**src/sv/fdm_pkg.sv**
```systemverilog
`timescale 1ns / 1ps
// Shared widths and low-pass filter coefficient tables for the FSK
// delay-multiply demodulator. No dependencies.
package fdm_pkg;

   // Field and datapath widths.
   localparam int SAMPLE_W = 12;
   localparam int MULT_W   = 2 * SAMPLE_W;
   localparam int SHIFT    = 12;
   localparam int PROD_W   = 12;
   localparam int COEF_W   = 16;
   localparam int ACC_W    = 28;
   localparam int MAX_TAPS = 15;

   typedef logic signed [COEF_W-1:0] coef_type;

   // Q16 low-pass coefficients. The 11-tap set is padded with zeros so that
   // both tables index alike.
   localparam coef_type COEF11_TAB [MAX_TAPS] = '{
      -16'sd2618, -16'sd5080, -16'sd1527, 16'sd8168, 16'sd18786, 16'sd23385,
      16'sd18786, 16'sd8168, -16'sd1527, -16'sd5080, -16'sd2618,
      16'sd0, 16'sd0, 16'sd0, 16'sd0
   };

   localparam coef_type COEF15_TAB [MAX_TAPS] = '{
      -16'sd2252, -16'sd980, 16'sd1175, 16'sd3941, 16'sd6883, 16'sd9488,
      16'sd11278, 16'sd11916, 16'sd11278, 16'sd9488, 16'sd6883, 16'sd3941,
      16'sd1175, -16'sd980, -16'sd2252
   };

endpackage

```
**src/sv/fdm_delay_cell.sv**
```systemverilog
`timescale 1ns / 1ps
// One stage of the sample delay line: holds one earlier sample and hands it
// on to its neighbor when a new item arrives. Uses fdm_pkg.
module fdm_delay_cell (
   input  logic                                 clock,
   input  logic                                 reset,
   input  logic                                 shift_en,
   input  logic signed [fdm_pkg::SAMPLE_W-1:0]  sample_in,
   output logic signed [fdm_pkg::SAMPLE_W-1:0]  sample_ff
);

   logic signed [fdm_pkg::SAMPLE_W-1:0] stage_in;

   // Take the neighbor's sample on each accepted item.
   always_comb begin
      stage_in = shift_en ? sample_in : sample_ff;
   end

   always_ff @(posedge clock) begin
      if (reset) begin
         sample_ff <= '0;
      end else begin
         sample_ff <= stage_in;
      end
   end

endmodule

```
**src/sv/fdm_fir_cell.sv**
```systemverilog
`timescale 1ns / 1ps
// One cell of the transposed low-pass filter: multiplies the newest product
// by its fixed coefficient and adds the partial sum from its right neighbor.
// Uses fdm_pkg.
module fdm_fir_cell #(
   parameter fdm_pkg::coef_type COEF = 16'sd0
) (
   input  logic                               clock,
   input  logic                               reset,
   input  logic                               step_en,
   input  logic signed [fdm_pkg::PROD_W-1:0]  prod,
   input  logic signed [fdm_pkg::ACC_W-1:0]   acc_prev,
   output logic signed [fdm_pkg::ACC_W-1:0]   acc_ff
);

   logic signed [fdm_pkg::ACC_W-1:0] weighted;
   logic signed [fdm_pkg::ACC_W-1:0] acc_in;

   // Weighted product plus the neighbor's partial sum.
   always_comb begin
      weighted = fdm_pkg::ACC_W'(COEF) * fdm_pkg::ACC_W'(prod);
      acc_in   = step_en ? (weighted + acc_prev) : acc_ff;
   end

   always_ff @(posedge clock) begin
      if (reset) begin
         acc_ff <= '0;
      end else begin
         acc_ff <= acc_in;
      end
   end

endmodule

```
**src/sv/fsk_delay_multiply_demod.sv**
```systemverilog
`timescale 1ns / 1ps
// FSK delay-multiply demodulator front end. Each sample is multiplied by the
// sample DELAY items earlier, shifted right by 12 and passed through a fixed
// low-pass filter (11 or 15 taps, chosen by TAPS); the sign of each result
// tells mark from space. The block takes one item per cycle while results are
// taken; each accepted sample is registered first in the product register by
// the delay-line multiply, then in the row of filter cells whose first cell is
// the output register. A result that is not taken stalls both stages, and
// the input then waits. Depends on fdm_pkg, fdm_delay_cell and fdm_fir_cell.
module fsk_delay_multiply_demod #(
   parameter int DELAY = 6,
   parameter int TAPS  = 11
) (
   input  logic                                 clock,
   input  logic                                 reset,
   input  logic                                 req_valid,
   output logic                                 req_ready,
   input  logic signed [fdm_pkg::SAMPLE_W-1:0]  req_sample,
   output logic                                 rsp_valid,
   input  logic                                 rsp_ready,
   output logic signed [fdm_pkg::ACC_W-1:0]     rsp_filtered_product
);

   localparam bit USE15    = (TAPS == 15);
   localparam int NUM_TAPS = USE15 ? 15 : 11;

   logic                                advance;
   logic                                req_accept;
   logic signed [fdm_pkg::SAMPLE_W-1:0] dly_tap [DELAY+1];
   logic signed [fdm_pkg::MULT_W-1:0]   mult;
   logic signed [fdm_pkg::PROD_W-1:0]   prod_ff;
   logic signed [fdm_pkg::PROD_W-1:0]   prod_in;
   logic                                prod_valid_ff;
   logic                                prod_valid_in;
   logic                                rsp_valid_ff;
   logic                                rsp_valid_in;
   logic                                fir_step;
   logic signed [fdm_pkg::ACC_W-1:0]    acc_tap [NUM_TAPS+1];

   // Both stages move together whenever the output slot is free or drains.
   assign advance    = !rsp_valid_ff || rsp_ready;
   assign req_ready  = advance;
   assign req_accept = req_valid && advance;
   assign fir_step   = advance && prod_valid_ff;

   // Sample delay line.
   assign dly_tap[0] = req_sample;
   for (genvar k = 0; k < DELAY; k++) begin : g_delay
      fdm_delay_cell u_cell (
         .clock     (clock),
         .reset     (reset),
         .shift_en  (req_accept),
         .sample_in (dly_tap[k]),
         .sample_ff (dly_tap[k+1])
      );
   end

   // Delay-multiply, floored shift by 12.
   always_comb begin
      mult          = fdm_pkg::MULT_W'(req_sample) * fdm_pkg::MULT_W'(dly_tap[DELAY]);
      prod_in       = req_accept ? mult[fdm_pkg::SHIFT +: fdm_pkg::PROD_W] : prod_ff;
      prod_valid_in = advance ? req_accept : prod_valid_ff;
      rsp_valid_in  = advance ? prod_valid_ff : rsp_valid_ff;
   end

   always_ff @(posedge clock) begin
      prod_ff <= prod_in;
   end

   always_ff @(posedge clock) begin
      if (reset) begin
         prod_valid_ff <= 1'b0;
         rsp_valid_ff  <= 1'b0;
      end else begin
         prod_valid_ff <= prod_valid_in;
         rsp_valid_ff  <= rsp_valid_in;
      end
   end

   // Transposed filter: cell 0 holds the finished result.
   assign acc_tap[NUM_TAPS] = '0;
   for (genvar k = 0; k < NUM_TAPS; k++) begin : g_fir
      localparam fdm_pkg::coef_type COEF_K =
         USE15 ? fdm_pkg::COEF15_TAB[k] : fdm_pkg::COEF11_TAB[k];
      fdm_fir_cell #(
         .COEF (COEF_K)
      ) u_cell (
         .clock    (clock),
         .reset    (reset),
         .step_en  (fir_step),
         .prod     (prod_ff),
         .acc_prev (acc_tap[k+1]),
         .acc_ff   (acc_tap[k])
      );
   end

   assign rsp_valid            = rsp_valid_ff;
   assign rsp_filtered_product = acc_tap[0];

endmodule
```
**config.mk**
```make
export PLATFORM = sky130hd
export DESIGN_NAME = fsk_delay_multiply_demod
export DESIGN_NICKNAME = d
export VERILOG_FILES = /design/src/sv/fdm_pkg.sv /design/src/sv/fdm_delay_cell.sv /design/src/sv/fdm_fir_cell.sv /design/src/sv/fsk_delay_multiply_demod.sv
export SDC_FILE = /design/constraint.sdc
export NUM_CORES = 2
export LEC_CHECK = 0
export BUFFER_PORTS_ARGS = -buffer_cell sky130_fd_sc_hd__clkbuf_2
export CORE_MARGIN = 4
export CORE_UTILIZATION = 60
export CTS_CLUSTER_DIAMETER = 80
export DETAILED_ROUTE_END_ITERATION = 8
export PLACE_DENSITY_LB_ADDON = 0.25
export SYNTH_ARGS = -nofsm -noshare
export SYNTH_HDL_FRONTEND = slang
export SYNTH_SLANG_ARGS = --single-unit
```
**constraint.sdc**
```tcl
create_clock -name clock -period 17.3 [get_ports clock]
set_input_delay 2.595 -clock clock [delete_from_list [all_inputs] [get_ports clock]]
set_output_delay 2.595 -clock clock [all_outputs]
set_load 0.01 [all_outputs]
```
* Yosys cells after proc, flatten, opt, wreduce, memory -nomap -nowiden
Cells that the tools add are included.
** Operators by class
- Multipliers :: 7
- Add/sub/neg operators :: 10
- Reduce and logical (&&, ||, !) cells :: 4
** Operator list (count)
- $add A28 B28 Y28 :: 10
- $mul A12 B12 Y24 const A :: 2
- $mul A11 B12 Y23 const A :: 2
- $mul A16 B12 Y28 const A :: 1
- $mul A15 B12 Y27 const A :: 1
- $mul A12 B12 Y24 :: 1
- $logic_and A1 B1 Y1 :: 2
- $logic_not A1 Y1 :: 1
- $logic_or A1 B1 Y1 :: 1
** Word-level totals
- Output and inout bits :: 30
- Input port bits :: 16
- Register bits after elaboration :: 393

* Depth between registers and ports, before layout
- Depth after elaboration :: 3
- Gate-level depth with buffers :: 32

* Modules after synthesis
Synthesis repeated with hierarchy kept, for this count alone.
** Second synthesis, totals
- Cells, all modules :: 7473
- Area, all modules :: 67669.9 sq um
** By module, submodules not included
- fdm_fir_cell at g_fir[10].u_cell :: cells an instance 658, sequential area each 560.5 sq um, instances 1, area an instance 5924.4 sq um
- fdm_fir_cell at g_fir[0].u_cell :: cells an instance 644, sequential area each 560.5 sq um, instances 1, area an instance 5814.3 sq um
- fdm_fir_cell at g_fir[3].u_cell :: cells an instance 657, sequential area each 560.5 sq um, instances 1, area an instance 5746.8 sq um
- fdm_fir_cell at g_fir[7].u_cell :: cells an instance 630, sequential area each 560.5 sq um, instances 1, area an instance 5640.4 sq um
- fsk_delay_multiply_demod :: cells an instance 600, sequential area each 400.4 sq um, instances 1, area an instance 5590.4 sq um
- fdm_fir_cell at g_fir[8].u_cell :: cells an instance 561, sequential area each 560.5 sq um, instances 1, area an instance 5526.6 sq um
- fdm_fir_cell at g_fir[5].u_cell :: cells an instance 594, sequential area each 560.5 sq um, instances 1, area an instance 5520.3 sq um
- fdm_fir_cell at g_fir[2].u_cell :: cells an instance 532, sequential area each 560.5 sq um, instances 1, area an instance 5377.7 sq um
- fdm_fir_cell at g_fir[6].u_cell :: cells an instance 619, sequential area each 560.5 sq um, instances 1, area an instance 5205.0 sq um
- fdm_fir_cell at g_fir[4].u_cell :: cells an instance 581, sequential area each 560.5 sq um, instances 1, area an instance 5042.3 sq um
- fdm_fir_cell at g_fir[9].u_cell :: cells an instance 576, sequential area each 560.5 sq um, instances 1, area an instance 4880.9 sq um
- fdm_fir_cell at g_fir[1].u_cell :: cells an instance 593, sequential area each 560.5 sq um, instances 1, area an instance 4878.4 sq um
- fdm_delay_cell :: cells an instance 38, sequential area each 240.2 sq um, instances 6, area an instance 420.4 sq um

* Worst setup path before layout
No wires, ideal clock.
- Path kind :: input-to-reg
- From :: input req_sample[7] (netlist bit)
- To :: register prod_ff[11] (netlist bit) (data pin)
- Path buffers :: 1
- Path slack :: 9435 ps
- Setup time :: 260 ps
- Cell stages on the path :: 21
- Data required time :: 17040 ps
- Arrival :: 7605 ps
- Path through :: clkbuf_1 nand2_1 fa_1 inv_1 fa_1 inv_1 fa_1 inv_1 fa_1 fa_1 ha_1 a2111oi_0 o21ai_0 o22ai_1 o21bai_1 a41oi_1 a211oi_1 o31a_1 o21ai_0 nand2b_1 xnor2_1
** Between the ends
- Word-level cells in the longest chain between the ends :: 1
** RTL lines
- start: declaration :: line fsk_delay_multiply_demod.sv:18 : input logic signed [fdm_pkg::SAMPLE_W-1:0] req_sample,
- $mul A12 B12 Y24 :: line fsk_delay_multiply_demod.sv:60 : mult = fdm_pkg::MULT_W'(req_sample) * fdm_pkg::MULT_W'(dly_tap[DELAY]);
- via mult, one bit :: line fsk_delay_multiply_demod.sv:30 : logic signed [fdm_pkg::MULT_W-1:0] mult;
- end signal: assignment :: line fsk_delay_multiply_demod.sv:67 : prod_ff <= prod_in;
- end: declaration :: line fsk_delay_multiply_demod.sv:31 : logic signed [fdm_pkg::PROD_W-1:0] prod_ff;
The timed path passes the listed nets, and every way through them passes these cells.
A chain may end at the register's enable or synchronous reset.

* Worst setup path after layout
- From :: register prod_ff[3] (netlist bit)
- To :: register g_fir[0].u_cell.acc_ff[27] (netlist bit)
** Between the ends
- Word-level cells in the longest chain between the ends :: 2
** RTL lines
- $mul A12 B12 Y24 :: line fdm_fir_cell.sv:21 : weighted = fdm_pkg::ACC_W'(COEF) * fdm_pkg::ACC_W'(prod);
- via g_fir[0].u_cell.weighted, one bit :: line fdm_fir_cell.sv:16 : logic signed [fdm_pkg::ACC_W-1:0] weighted;
- $add A28 B28 Y28 :: line fdm_fir_cell.sv:22 : acc_in = step_en ? (weighted + acc_prev) : acc_ff;
- end signal: assignment :: line fdm_fir_cell.sv:29 : acc_ff <= acc_in;
- end: declaration :: line fdm_fir_cell.sv:13 : output logic signed [fdm_pkg::ACC_W-1:0] acc_ff
The timed path passes the listed nets, and every way through them passes these cells.

==> impl_metrics.py <==
metrics = {
    "timing": {
        "post-route-min-period_ps": 8360,
        "hold_viol_final": 0,
        "rsz0062_at_grt": "no",
        "clock_skew_ps": 28.4,
        "slew_violations": 0,
        "final.period_utilization_pct": 48.3,
        "hold_ws_ps": 441,
        "max_freq_mhz": 120,
        "fin_setup_tns_ps": 0,
        "worstMarginPinSlew_ps": 1070,
        "slew_headroom_pct": 27.6,
        "setup_viol": 0,
    },
    "clocking": {
        "cts_num_sinks": 387,
        "clockBufferDepth": 3,
        "cts_tree": "built",
        "cts_buffers": 49,
        "clk_pin_slew_ps": 60,
        "ctsResizeCount": 0,
        "clock-root-buffer": "clkbuf_16",
        "post-cts-setup-buffers": 0,
        "postCtsHoldBufs": 0,
        "insertion_delay_ps": 620,
        "cts-htree-levels": 2,
    },
    "min_path": {
        "hold_depth": 2,
        "worstHoldEndpoint": "g_delay[2].u_cell.sample_ff[0]",
        "hp-class": "reg -> reg",
        "min_from": "g_delay[1].u_cell.sample_ff[0]",
    },
    "logic_synthesis": {
        "syn_inst": 5404,
        "synth_edf_count": 12,
        "ys_warn_count": 0,
        "synth_top_area_cell": "fa_1",
        "synth_top_area_share_pct": 19.6,
        "avgSynthCellArea_sq_um": 8.43,
        "synth_common_cells": "inv_1 (776), nand2_1 (761), ha_1 (685)",
        "synth-seq-cells": 387,
        "synth_fp_nets": 6551,
        "synth_most_common_cell": "inv_1",
        "synth_top_flop_cell": "dfxtp_1",
        "ys_seq_area_share_pct": 17.3,
        "synth_cell_types": 86,
        "synthArstFlopShare_pct": 0,
        "yosys-top-cells-area": "fa_1 (20%), ha_1 (19%), dfxtp_1 (16%), inv_1 (6.4%), nand2_1 (6.3%)",
        "syn-cell-area_sq_um": 45600,
    },
    "floorplanning": {
        "ios": 46,
        "start_util_pct": 60.9,
        "die-area_sq_um": 80400,
        "fp.dieH_um": 284,
        "rows": 100,
        "die_w_um": 284,
        "core_area_sq_um": 74800,
    },
    "global_route": {
        "grt-ovfl-total": 0,
        "grt_antenna_before_repair": 1,
        "grt_pass1_wl_um": 205000,
        "grt_max_degree": 182,
        "grt_pass1_vias": 37200,
        "track_usage_pct": 32.0,
    },
    "pwr": {
        "p_per_area_nw_per_um2": 218,
        "peakVddDrop_mv": 0.185,
        "leakagePower_uw": 0.0232,
    },
    "place": {
        "port-buffer-count": 45,
        "gp_congestion": 1.04,
        "place_area_sq_um": 46600,
        "dp_hpwl_um": 104000,
    },
    "detailed_routing": {
        "routed_wirelength_um": 130000,
        "ant_nets": 0,
        "wl_per_cell_um": 20.5,
        "drc": 0,
        "firstDrtPassIters": 6,
        "drtIter0Drc": 2630,
        "vias_per_cell": 5.85,
        "route.vias.total": 37200,
    },
    "worst_setup_path": {
        "r2r_start": "prod_ff[3]",
        "cp.arrival_ps": 8860,
        "crit_type": "reg -> reg",
        "required_ps": 17800,
        "cp_slowest_cell": "fa_1",
        "r2r-end": "g_fir[0].u_cell.acc_ff[27]",
        "r2r_cells": 29,
        "endpoint_kind": "flip-flop",
        "worstSetupStartpointType": "flip-flop",
        "r2r_slack_ps": 8940,
        "critPathMaxStageDelay_ps": 590,
        "crit_fanout": 19,
    },
    "cells_and_area": {
        "synthToLayoutAreaGrowth_pct": 5.71,
        "nets": 6507,
        "final_area_sq_um": 48200,
        "drive_above_1_share_pct": 3.72,
        "diodes": 0,
    },
    "status": {
        "status": "finished clean",
    },
    "job": {
        "cap_viol_max_count": 0,
    },
}
-- layout make-up --
class | count | area [sq um]
clock buffer | 61 | 1290
sequential | 387 | 7870
fill | 6488 | 26600
inverter | 778 | 2920
timing repair buffer | 82 | 526
clock inverter | 28 | 322
multi-input combinational | 4062 | 34000
tap | 969 | 1210
-- per-layer routing --
layer	track usage, %	vias to the layer above	share of wire, %
met5	0	-	0
met4	15.5	0	5.6
met3	4.06	329	6.3
met2	53.3	1237	46
met1	41.4	17900	42
li1	-	17800	-
-- sequential cells by signal (all words and copies together) (netlist names) --
register / cells
g_fir.u_cell.acc_ff: 301
g_delay.u_cell.sample_ff: 72
prod_ff: 12
prod_valid_ff: 1
rsp_valid: 1
-- worst max path at each step --
| stage | to | cells past startpoint | startpoint |
|---|---|---|---|
| after CTS | g_fir[0].u_cell.acc_ff[27] | 28 | prod_ff[3] |
| after floorplan | prod_ff[11] | 21 | req_sample[7] |
| after global routing | g_fir[0].u_cell.acc_ff[27] | 28 | prod_ff[1] |
| after global placement | prod_ff[11] | 21 | req_sample[7] |
| final | g_fir[0].u_cell.acc_ff[27] | 29 | prod_ff[3] |
| after detailed placement | prod_ff[11] | 21 | req_sample[7] |
-- layout by cell type, fill, tap and decap left out, drive strengths merged, types with 46 or more instances in the layout --
cell type  count
dfxtp        375
nor3          75
nor2b         46
fa           446
nand2b        46
a21oi        513
a21o         116
ha           685
clkbuf       105
inv          782
xor2          90
nor2         227
o21ai        188
nand2        761
a211oi        56
and2          70
o21a          55
nand3         73
xnor2        239
-- logic make-up after synthesis --
family          Yosys count  synth area share, %
compound gates         1165                 15.7
mux                       9                0.203
fa+ha+maj              1131                 38.4
flops                   387                 17.3
simple gates           1427                 13.9
xor+xnor                330                 6.39
buf+inv                 955                 8.10
-- critical path, delay by kind of cell, from the launching register on --
family	cells	cell delay (ps)
XOR/XNOR	2	510
buffers and inverters	5	940
AO/OA/AOI/OAI	12	2720
adder cells (fa/ha/maj)	7	3220
AND/OR/NAND/NOR	3	510
flip-flops	1	320
-- where the power goes --
part | leakage (uW) | internal, uW | switching [uW] | total [uW]
Combinational | 0.0192 | 3320 | 4980 | 8300
Sequential | 0.00318 | 1060 | 122 | 1180
Clock | 0.000787 | 597 | 443 | 1040
Total | 0.0232 | 4970 | 5550 | 10500
-- metrics by stage --
step                      setup WS (ps)  std cells  util [%]  power [uW]
after global placement             9040       6278      62.2        9270
after CTS                          9040       6367      64.4       10400
after detailed placement           8910       6278      62.2        9310
after floorplan                    9430       5404         -        7280
after global routing               8560       6367      64.4       11400
final                              8940       6367      64.4       10500
Power figures use the tool's default switching activity.
